<file path="src/hdl/epdm_pkg.sv">
// Shared constants and types for the echo pulse distance meter.
`timescale 1ns / 1ps
`default_nettype none
package epdm_pkg;

    // Register and field widths
    localparam int TICK_W      = 27;
    localparam int SPEED_W     = 19;
    localparam int DEB_W       = 8;
    localparam int DIST_W      = 17;
    localparam int TICKS_W     = 16;
    localparam int QUOT_W      = DIST_W + 1;
    localparam int CFG_DATA_W  = TICK_W;
    localparam int CFG_IDX_W   = 2;
    localparam int OUT_TDATA_W = ((DIST_W + TICKS_W + 7) / 8) * 8;

    // Default capture timer width
    localparam int CAPTURE_BITS_DEF = 16;

    // Register reset values
    localparam logic [TICK_W-1:0]  TICK_RATE_RST   = TICK_W'(1000000);
    localparam logic [SPEED_W-1:0] SOUND_SPEED_RST = SPEED_W'(346675);
    localparam logic [DEB_W-1:0]   DEBOUNCE_RST    = DEB_W'(2);

    // Saturated distance
    localparam logic [DIST_W-1:0] DIST_MAX = {DIST_W{1'b1}};

    // Register indexes
    localparam logic [CFG_IDX_W-1:0] REG_TICK_RATE   = CFG_IDX_W'(0);
    localparam logic [CFG_IDX_W-1:0] REG_SOUND_SPEED = CFG_IDX_W'(1);
    localparam logic [CFG_IDX_W-1:0] REG_DEBOUNCE    = CFG_IDX_W'(2);

    // Sequencer states
    typedef enum logic [2:0] {
        ST_IDLE,
        ST_MUL,
        ST_CHK,
        ST_DIV,
        ST_DEC
    } seq_state_t;

endpackage
`default_nettype wire

</file>
<file path="src/hdl/epdm_alu.sv">
// Shared add/subtract unit used by the multiply and divide sequencer.
`timescale 1ns / 1ps
`default_nettype none
module epdm_alu #(
    parameter int W = 46
) (
    input  wire logic [W-1:0] a,
    input  wire logic [W-1:0] b,
    input  wire logic         sub,
    output logic      [W-1:0] sum,
    output logic              carry
);

    logic [W:0] full;

    // Add b, or subtract it as a plus inverted b plus one; when subtracting, carry means a >= b
    assign full  = {1'b0, a} + {1'b0, (sub ? ~b : b)} + {{W{1'b0}}, sub};
    assign sum   = full[W-1:0];
    assign carry = full[W];

endmodule
`default_nettype wire

</file>
<file path="src/hdl/echo_pulse_distance_meter_top.sv">
// Echo pulse distance meter: edge pairing, shift-add multiply, restoring divide, debounce.
// A rising-edge word is absorbed without leaving idle; a falling-edge word runs through the
// multiply, range check, divide and debounce states to the output register; a zero tick rate
// skips to debounce. A falling edge holds the input until the sequencer is idle again; the
// shared adder runs one multiply bit, then one quotient bit, per cycle.
// Reset: rst_n clears control state and loads register defaults; next edge is rising.
`timescale 1ns / 1ps
`default_nettype none
module echo_pulse_distance_meter_top #(
    parameter int CAPTURE_BITS = epdm_pkg::CAPTURE_BITS_DEF
) (
    input  wire logic                                   clk,
    input  wire logic                                   rst_n,
    // Configuration write port
    input  wire logic                                   wr_en,
    input  wire logic [epdm_pkg::CFG_IDX_W-1:0]         wr_index,
    input  wire logic [epdm_pkg::CFG_DATA_W-1:0]        wr_data,
    // Input stream
    input  wire logic                                   s_tvalid,
    output logic                                        s_tready,
    input  wire logic [((CAPTURE_BITS+7)/8)*8-1:0]      s_tdata,  // capture_time
    // Output stream
    output logic                                        m_tvalid,
    input  wire logic                                   m_tready,
    output logic      [epdm_pkg::OUT_TDATA_W-1:0]       m_tdata   // distance_mm, pulse_ticks
);

    localparam int PROD_W   = CAPTURE_BITS + epdm_pkg::SPEED_W;
    localparam int SCALED_W = epdm_pkg::TICK_W + epdm_pkg::QUOT_W;
    localparam int ALU_W    = (PROD_W > SCALED_W) ? PROD_W : SCALED_W;
    localparam int CNT_MAX  = (CAPTURE_BITS > epdm_pkg::QUOT_W) ? CAPTURE_BITS
                                                                : epdm_pkg::QUOT_W;
    localparam int CNT_W    = $clog2(CNT_MAX);
    localparam int PAD_W    = epdm_pkg::OUT_TDATA_W - epdm_pkg::DIST_W - epdm_pkg::TICKS_W;

    // Configuration registers
    logic [epdm_pkg::TICK_W-1:0]  tick_reg;
    logic [epdm_pkg::SPEED_W-1:0] speed_reg;
    logic [epdm_pkg::DEB_W-1:0]   deb_reg;

    // Control state
    epdm_pkg::seq_state_t state_reg, state_next;
    logic                         await_reg, await_next;
    logic                         oval_reg, oval_next;
    logic [CNT_W-1:0]             cnt_reg, cnt_next;
    logic [epdm_pkg::DIST_W-1:0]  last_reg, last_next;
    logic [CAPTURE_BITS-1:0]      rise_reg, rise_next;

    // Datapath
    logic [CAPTURE_BITS-1:0]      width_reg, width_next;
    logic [CAPTURE_BITS-1:0]      wsh_reg, wsh_next;
    logic [ALU_W-1:0]             acc_reg, acc_next;
    logic [epdm_pkg::TICK_W-1:0]  rem_reg, rem_next;
    logic [epdm_pkg::QUOT_W-1:0]  lo_reg, lo_next;
    logic [epdm_pkg::QUOT_W-1:0]  q_reg, q_next;
    logic [epdm_pkg::DIST_W-1:0]  dist_reg, dist_next;
    logic [epdm_pkg::DIST_W-1:0]  odist_reg, odist_next;
    logic [epdm_pkg::TICKS_W-1:0] oticks_reg, oticks_next;

    // Shared unit connections
    logic [ALU_W-1:0] alu_a, alu_b, alu_sum;
    logic             alu_sub, alu_carry;

    logic [CAPTURE_BITS-1:0]     cap;
    logic [epdm_pkg::DIST_W-1:0] diff;

    epdm_alu #(
        .W (ALU_W)
    ) u_alu (
        .a     (alu_a),
        .b     (alu_b),
        .sub   (alu_sub),
        .sum   (alu_sum),
        .carry (alu_carry)
    );

    assign cap      = s_tdata[CAPTURE_BITS-1:0];
    assign s_tready = (state_reg == epdm_pkg::ST_IDLE);
    assign m_tvalid = oval_reg;
    assign m_tdata  = {{PAD_W{1'b0}}, oticks_reg, odist_reg};
    assign diff     = (dist_reg >= last_reg) ? (dist_reg - last_reg) : (last_reg - dist_reg);

    // Write configuration registers
    always_ff @(posedge clk or negedge rst_n)
    begin
        if (!rst_n)
        begin
            tick_reg  <= epdm_pkg::TICK_RATE_RST;
            speed_reg <= epdm_pkg::SOUND_SPEED_RST;
            deb_reg   <= epdm_pkg::DEBOUNCE_RST;
        end
        else if (wr_en)
        begin
            case (wr_index)
                epdm_pkg::REG_TICK_RATE:   tick_reg  <= wr_data[epdm_pkg::TICK_W-1:0];
                epdm_pkg::REG_SOUND_SPEED: speed_reg <= wr_data[epdm_pkg::SPEED_W-1:0];
                epdm_pkg::REG_DEBOUNCE:    deb_reg   <= wr_data[epdm_pkg::DEB_W-1:0];
                default: ;
            endcase
        end
    end

    // Hold control state
    always_ff @(posedge clk or negedge rst_n)
    begin
        if (!rst_n)
        begin
            state_reg <= epdm_pkg::ST_IDLE;
            await_reg <= 1'b0;
            oval_reg  <= 1'b0;
            cnt_reg   <= '0;
            last_reg  <= '0;
            rise_reg  <= '0;
        end
        else
        begin
            state_reg <= state_next;
            await_reg <= await_next;
            oval_reg  <= oval_next;
            cnt_reg   <= cnt_next;
            last_reg  <= last_next;
            rise_reg  <= rise_next;
        end
    end

    // Hold datapath words
    always_ff @(posedge clk)
    begin
        width_reg  <= width_next;
        wsh_reg    <= wsh_next;
        acc_reg    <= acc_next;
        rem_reg    <= rem_next;
        lo_reg     <= lo_next;
        q_reg      <= q_next;
        dist_reg   <= dist_next;
        odist_reg  <= odist_next;
        oticks_reg <= oticks_next;
    end

    // Sequence the multiply, range check, divide and debounce
    always_comb
    begin
        state_next  = state_reg;
        await_next  = await_reg;
        oval_next   = oval_reg && !m_tready;
        cnt_next    = cnt_reg;
        last_next   = last_reg;
        rise_next   = rise_reg;
        width_next  = width_reg;
        wsh_next    = wsh_reg;
        acc_next    = acc_reg;
        rem_next    = rem_reg;
        lo_next     = lo_reg;
        q_next      = q_reg;
        dist_next   = dist_reg;
        odist_next  = odist_reg;
        oticks_next = oticks_reg;
        alu_a       = '0;
        alu_b       = '0;
        alu_sub     = 1'b0;

        case (state_reg)
            epdm_pkg::ST_IDLE:
            begin
                if (s_tvalid)
                begin
                    if (!await_reg)
                    begin
                        // Rising edge: store its time
                        rise_next  = cap;
                        await_next = 1'b1;
                    end
                    else
                    begin
                        // Falling edge: form the width modulo the timer range
                        await_next = 1'b0;
                        width_next = cap - rise_reg;
                        wsh_next   = cap - rise_reg;
                        acc_next   = '0;
                        cnt_next   = CNT_W'(CAPTURE_BITS - 1);
                        if (tick_reg == '0)
                        begin
                            dist_next  = epdm_pkg::DIST_MAX;
                            state_next = epdm_pkg::ST_DEC;
                        end
                        else
                        begin
                            state_next = epdm_pkg::ST_MUL;
                        end
                    end
                end
            end

            epdm_pkg::ST_MUL:
            begin
                // One width bit per cycle, most significant first
                alu_a    = acc_reg << 1;
                alu_b    = wsh_reg[CAPTURE_BITS-1] ? ALU_W'(speed_reg) : '0;
                acc_next = alu_sum;
                wsh_next = wsh_reg << 1;
                cnt_next = cnt_reg - 1'b1;
                if (cnt_reg == '0)
                begin
                    state_next = epdm_pkg::ST_CHK;
                end
            end

            epdm_pkg::ST_CHK:
            begin
                // A quotient wider than QUOT_W bits saturates the distance
                alu_a   = acc_reg;
                alu_b   = ALU_W'(tick_reg) << epdm_pkg::QUOT_W;
                alu_sub = 1'b1;
                if (alu_carry)
                begin
                    dist_next  = epdm_pkg::DIST_MAX;
                    state_next = epdm_pkg::ST_DEC;
                end
                else
                begin
                    rem_next   = acc_reg[epdm_pkg::QUOT_W +: epdm_pkg::TICK_W];
                    lo_next    = acc_reg[epdm_pkg::QUOT_W-1:0];
                    q_next     = '0;
                    cnt_next   = CNT_W'(epdm_pkg::QUOT_W - 1);
                    state_next = epdm_pkg::ST_DIV;
                end
            end

            epdm_pkg::ST_DIV:
            begin
                // Restoring divide, one quotient bit per cycle
                alu_a   = ALU_W'({rem_reg, lo_reg[epdm_pkg::QUOT_W-1]});
                alu_b   = ALU_W'(tick_reg);
                alu_sub = 1'b1;
                if (alu_carry)
                begin
                    rem_next = alu_sum[epdm_pkg::TICK_W-1:0];
                end
                else
                begin
                    rem_next = {rem_reg[epdm_pkg::TICK_W-2:0], lo_reg[epdm_pkg::QUOT_W-1]};
                end
                q_next   = {q_reg[epdm_pkg::QUOT_W-2:0], alu_carry};
                lo_next  = lo_reg << 1;
                cnt_next = cnt_reg - 1'b1;
                if (cnt_reg == '0)
                begin
                    // Halve the quotient
                    dist_next  = q_next[epdm_pkg::QUOT_W-1:1];
                    state_next = epdm_pkg::ST_DEC;
                end
            end

            epdm_pkg::ST_DEC:
            begin
                // Report only a change beyond the debounce threshold
                if (diff > epdm_pkg::DIST_W'(deb_reg))
                begin
                    if (!oval_reg || m_tready)
                    begin
                        oval_next   = 1'b1;
                        odist_next  = dist_reg;
                        oticks_next = epdm_pkg::TICKS_W'(width_reg);
                        last_next   = dist_reg;
                        state_next  = epdm_pkg::ST_IDLE;
                    end
                end
                else
                begin
                    state_next = epdm_pkg::ST_IDLE;
                end
            end

            default:
            begin
                state_next = epdm_pkg::ST_IDLE;
            end
        endcase
    end

endmodule
`default_nettype wire

</file>
<file path="config.mk">
export PLATFORM = sky130hd
export DESIGN_NAME = echo_pulse_distance_meter_top
export DESIGN_NICKNAME = d
export VERILOG_FILES = /design/src/hdl/epdm_pkg.sv /design/src/hdl/epdm_alu.sv /design/src/hdl/echo_pulse_distance_meter_top.sv
export SDC_FILE = /design/constraint.sdc
export NUM_CORES = 1
export LEC_CHECK = 0
export ABC_AREA = 1
export ABC_CLOCK_PERIOD_IN_PS = 8700
export BUFFER_PORTS_ARGS = -buffer_cell sky130_fd_sc_hd__buf_2
export CORE_MARGIN = 2
export CORE_UTILIZATION = 60
export CTS_CLUSTER_SIZE = 30
export DETAILED_ROUTE_END_ITERATION = 7
export PLACE_DENSITY = 0.78
export SETUP_SLACK_MARGIN = 0.2
export SLEW_MARGIN = 15
export SYNTH_ARGS = -nofsm -noshare
export SYNTH_HDL_FRONTEND = slang
export SYNTH_SLANG_ARGS = --single-unit
</file>
<file path="constraint.sdc">
create_clock -name clk -period 8.7 [get_ports clk]
set_input_delay 1.74 -clock clk [delete_from_list [all_inputs] [get_ports clk]]
set_output_delay 1.74 -clock clk [all_outputs]
set_load 0.02 [all_outputs]
</file>
After elaboration in Yosys (flattened, before gate mapping):

Index checks and enable logic that the tools add are counted.

* equality and inequality tests: 14
* reductions and logical operators: 26
* $add $sub $neg: 6
* bitwise logic cells: 2
* order comparisons: 2
* multiplexer cells: 42

Operator list (number)
* 45-bit one-hot mux with 3 select lines: 2
* 45-bit two-way mux: 3
* 17-bit two-way mux: 7
* 45-bit one-hot mux with 2 select lines: 1
* 27-bit two-way mux: 2
* 27-bit one-hot mux with 2 select lines: 1
* 17-bit one-hot mux with 3 select lines: 1
* 45-bit by 45-bit adder with 46-bit output: 1
* 46-bit by 1-bit adder with 46-bit output: 1
* 45-bit NOT: 1
* 18-bit one-hot mux with 2 select lines: 1
* 17-bit one-hot mux with 2 select lines: 1
* 17-bit subtractor: 2
* 16-bit two-way mux: 2
* 16-bit one-hot mux with 2 select lines: 1
* 27-bit logical NOT: 1
* 3-bit two-way mux: 8
* 19-bit two-way mux: 1
* 18-bit two-way mux: 1
* 17-bit >= comparator: 1
* 17-bit by 8-bit > comparator with 1-bit output: 1
* 16-bit subtractor: 1
* 5-bit two-way mux: 3
* 3-bit one-hot mux with 5 select lines: 1
* other kinds (26): 47

* flip-flop bits (word level): 286
* bits of input ports: 50

Depth between registers and ports, before layout:

* word-level depth: 8
* depth in mapped cells: 35
* mapped depth without buffers: 33

Hierarchy:

Synthesis repeated with hierarchy kept, for this count alone.

* cell total of the unflattened synthesis: 2663
* area total of the unflattened synthesis: 19830.3 sq um

Modules (own cells, without submodules)
* echo_pulse_distance_meter_top: area each 15399.8 sq um, times used 1, cells an instance 1792
* epdm_alu: area each 4430.5 sq um, times used 1, cells an instance 871

Worst setup path after synthesis:

No wires, ideal clock.

* path type: reg2reg
* start: register state_reg[2]
* end: register lo_reg[0] (netlist name) (enable)
* setup time: 0.502 ns
* data arrival time: 5.929 ns
* cell stages (with the launch flop): 18
* setup slack: 2.269 ns
* required time: 8.198 ns
* path through: dfrtp_1 -> inv_2 -> nand2_1 -> nor2_2 -> inv_1 -> clkbuf_1 -> clkbuf_1 -> o22ai_1 -> ha_1 -> a21oi_1 -> inv_1 -> a21oi_1 -> a21boi_0 -> o21ai_0 -> a21oi_1 -> nand2_2 -> buf_4 -> a21oi_1

* longest elaborated chain between the ends: 8
* elaborated cells between the ends (all ways): 14
* classes of those cells: add/sub: 2; eq/ne: 4; mux: 4; bitwise: 1; reduce/logical: 3

RTL lines
* start: declaration: line echo_pulse_distance_meter_top.sv:42 `epdm_pkg::seq_state_t state_reg, state_next;`
* start signal: assignment: line echo_pulse_distance_meter_top.sv:108 `state_reg <= epdm_pkg::ST_IDLE;`
* start signal: assignment: line echo_pulse_distance_meter_top.sv:117 `state_reg <= state_next;`
* 3-bit by 2-bit == test with 1-bit output or 3-bit by 1-bit == test with 1-bit output (tied branches): line echo_pulse_distance_meter_top.sv:162 `case (state_reg)`
* 45-bit one-hot mux with 3 select lines or 2-bit OR reduction (tied branches)
* 45-bit NOT or 1-bit two-way mux (tied branches): line epdm_alu.sv:17, echo_pulse_distance_meter_top.sv:162
* 45-bit two-way mux: line epdm_alu.sv:17 `assign full = {1'b0, a} + {1'b0, (sub ? ~b : b)} + {{W{1'b0}}, sub};`
* 45-bit by 45-bit adder with 46-bit output: line epdm_alu.sv:17
* 46-bit by 1-bit adder with 46-bit output: line epdm_alu.sv:17
* 2-bit inequality test (no source line)
* 2-bit AND reduction (no source line) (*)
* end signal: assignment: line echo_pulse_distance_meter_top.sv:133 `lo_reg <= lo_next;`
* end: declaration: line echo_pulse_distance_meter_top.sv:54 `logic [epdm_pkg::QUOT_W-1:0] lo_reg, lo_next;`

Every way passes the cells marked *; elsewhere a longest branch is shown, timed or not.
A chain may end at the register's enable or synchronous reset.

Worst setup path after layout:

* start: register state_reg[2]
* end: register lo_reg[8] (netlist name) (enable)

The elaborated chain is that of the path after synthesis.

==> results_dict.tcl <==
set metrics [dict create \
    outcome "finished clean" \
    synth_flop_cell "edfxtp_1" \
    cp_num_cells 15 \
    endpoint_kind "flop" \
    p_switching_mw 3.87 \
    cp_top_family "simple AND/OR/NAND/NOR gates" \
    dp_hpwl_um 39500 \
    cts_sinks 286 \
    post-cts-setup-buffer-count 0 \
    critPathBufInv 3 \
    p_seq_share_pct 29.3 \
    power_mw 8.17 \
    cpMaxStageDelayCell "a21oi_4" \
    ant_nets 0 \
    cell_internal_pwr_mw 4.30 \
    synth-seq-cells 286 \
    setup_tns_ps 0 \
    skew_ps 19.2 \
    max_freq_mhz 156 \
    yosysSeqAreaShare_pct 45.3 \
    numPortBuffers 84 \
    final_nets 2451 \
    die_area_mm2 0.0313 \
    largest_reg_flops 45 \
    hold_viol_final 0 \
    fp.dieW_um 177 \
    maxCapViolCount 0 \
    drive_above_1_share_pct 8.49 \
    worstMarginPinSlew_ps 932 \
    power_density_mw_per_mm2 416 \
    syn_area_mm2 0.0179 \
    start_util_pct 60.7 \
    period_share_pct 73.5 \
    whs_ps 419 \
    avgRoutedWirePerCell_um 19.2 \
    crit_end "lo_reg[8]$_DFFE_PP_" \
    clock_power_share_pct 15.9 \
    worstPathArrival_ps 6600 \
    clk_latency_ps 580 \
    synthCells 2233 \
    yosys_warnings 0 \
    grt_max_degree 98 \
    vias 15700 \
    rr_worst_depth 15 \
    combPwrFrac_pct 54.8 \
    coreArea_mm2 0.0296 \
    postSynthAreaPerCell_um2 8.03 \
    yosysUniqueCellTypes 53 \
    cts_tree "done" \
    p_leak_nw 9.21 \
    swShare_pct 47.4 \
    drtPass1Iterations 7 \
    clock_path_buffers 3 \
    die_h_um 177 \
    syn2layout_area_growth_pct 9.55 \
    synth-edff-count 189 \
    h-tree-depth 1 \
    drt-total-wl_um 52000 \
    synth-async-reset-ratio_pct 33.9 \
    grt_pass1_wl_um 81300 \
    hold_path.class "flop to flop" \
    peakVddDrop_mv 0.329 \
    cts_buffers 31 \
    clockRootBuffer "clkbuf_16" \
    rsz0062_at_grt "false" \
    reg2reg_to "lo_reg[8]$_DFFE_PP_" \
    final_max_slew_viol_count 0 \
    ios 92 \
    cp_cell_sequence "nor2_4 > nand2_2 > clkinv_2 > buf_12 > nand2_1 > o221ai_1 > ha_1 > a21oi_1 > a21boi_0 > a21boi_0 > nand2_2 > nand3_2 > nand2_2 > a21oi_4 > buf_4" \
    critPathKind "flop to flop" \
    rows 63 \
    grt_pass1_vias 14900 \
    place_congestion 0.999 \
    post_cts_resized 0 \
    antenna_found_initial 0 \
    grt_overflow 0 \
    critPathLaunchType "flop" \
    crit_path_start "state_reg[2]$_DFFE_PN0P_" \
    cp_data_required_time_ps 8900 \
    critPathMostFrequentCell "nand2_2" \
    r2r-start "state_reg[2]$_DFFE_PN0P_" \
    fin_crit_ps 6390 \
    hold_buffers 0 \
    rrSetupSlack_ps 2310 \
    diodes 0 \
    drc 0 \
    track_usage_pct 33.5 \
    setup_violations 0 \
    critPathMaxFanout 97 \
    drtIter0Drc 1801 \
    clk_pin_slew_ps 60 \
    slew_headroom_pct 37.8 \
    slowest_delay_ps 750 \
    vias_per_cell 5.79 \
]
==> logic make-up after synthesis <==
group / Yosys count / synth area share [%]
compound gates: 468 / 14.7
simple gates: 913 / 20.6
fa+ha+maj: 105 / 7.49
xor+xnor: 49 / 2.39
mux: 10 / 0.621
buf+inv: 401 / 8.86
other cells: 1 / 0.0209
flops: 286 / 45.3
==> synthesized netlist by cell type, drive strengths merged (10+ instances only) <==
cell    count  area (um2)
nand2     593        2260
inv       325        1220
nor2      201         772
edfxtp    189        5680
a21oi     178         895
o21ai     178         898
ha        101        1260
dfrtp      80        2000
nand3      73         383
clkbuf     47         178
buf        27         183
xnor2      27         236
o221ai     23         201
xor2       22         193
dfstp      17         447
a31oi      16         100
o22ai      16         100
nor3       15        75.1
nor4       12        75.1
a21o       11        82.6
nand4      11        68.8
a221oi     10        87.6
==> worst min-delay path by stage <==
stage	to	cells past startpoint	slack [ps]	startpoint
finish	oticks_reg[14]$_DFFE_PP_	0	420	width_reg[14]$_DFFE_PP_
global route	oticks_reg[13]$_DFFE_PP_	0	420	width_reg[13]$_DFFE_PP_
CTS	oticks_reg[13]$_DFFE_PP_	0	420	width_reg[13]$_DFFE_PP_
detailed placement	oticks_reg[4]$_DFFE_PP_	0	400	width_reg[4]$_DFFE_PP_
global placement	oticks_reg[0]$_DFFE_PP_	0	400	width_reg[0]$_DFFE_PP_
floorplan	oticks_reg[0]$_DFFE_PP_	0	400	width_reg[0]$_DFFE_PP_
==> layout by cell type, fill, tap and decap left out, types with 5 or more instances in the layout <==
cell type    n
o221ai_1    23
edfxtp_1   189
a21boi_0     8
o21ai_1     32
o22ai_1     16
inv_1      320
ha_1       101
dfrtp_1     80
nor4_1      12
conb_1       7
xor2_1      22
a221oi_1    10
o211ai_1     7
clkbuf_16   33
o21a_1       7
buf_4       14
o21bai_1     9
nand4_1     11
a21o_1      11
o21ai_0    144
mux2_2       9
a31oi_1     16
inv_2        5
xnor2_1     27
clkbuf_1    14
nand2_2      9
buf_2       83
dfstp_2     17
nor2_1     196
a21oi_1    176
nand3_1     71
nand2_1    582
nor3_1      15
==> layout make-up <==
class / count / area, um2
fill: 2380 / 9920
multi-input combinational: 1552 / 8250
sequential: 286 / 8120
inverter: 327 / 1230
clock buffer: 49 / 906
timing repair buffer: 98 / 541
tap: 390 / 488
clock inverter: 9 / 101
==> power groups by stage <==
stage	clock (mW)	combinational (mW)	sequential (mW)
final	1.30	4.47	2.40
after global routing	1.36	4.99	2.43
after CTS	1.31	4.41	2.39
after detailed placement	0	4.38	2.40
after global placement	0	4.28	2.39
after floorplan	0	3.22	2.36
==> routing by layer <==
metal	vias up	part of all wire, %	global-route usage [%]
met5	-	0	0
met4	0	2.2	8.06
met3	85	8.8	4.88
met2	741	45	53.2
met1	7346	44	48.8
li1	7514	-	-
==> through the flow <==
| stage | instances | instance area, um2 | setup slack [ps] | util [%] |
|---|---|---|---|---|
| after floorplan | 2239 | 18000 | 2270 | - |
| after global placement | 2653 | 18600 | 2630 | 63.0 |
| after detailed placement | 2653 | 18600 | 2430 | 63.0 |
| after CTS | 2711 | 19600 | 2410 | 66.4 |
| after global routing | 2711 | 19600 | 1890 | 66.4 |
| final | 2711 | 19600 | 2310 | 66.4 |
(Power assumes the default switching activity.)
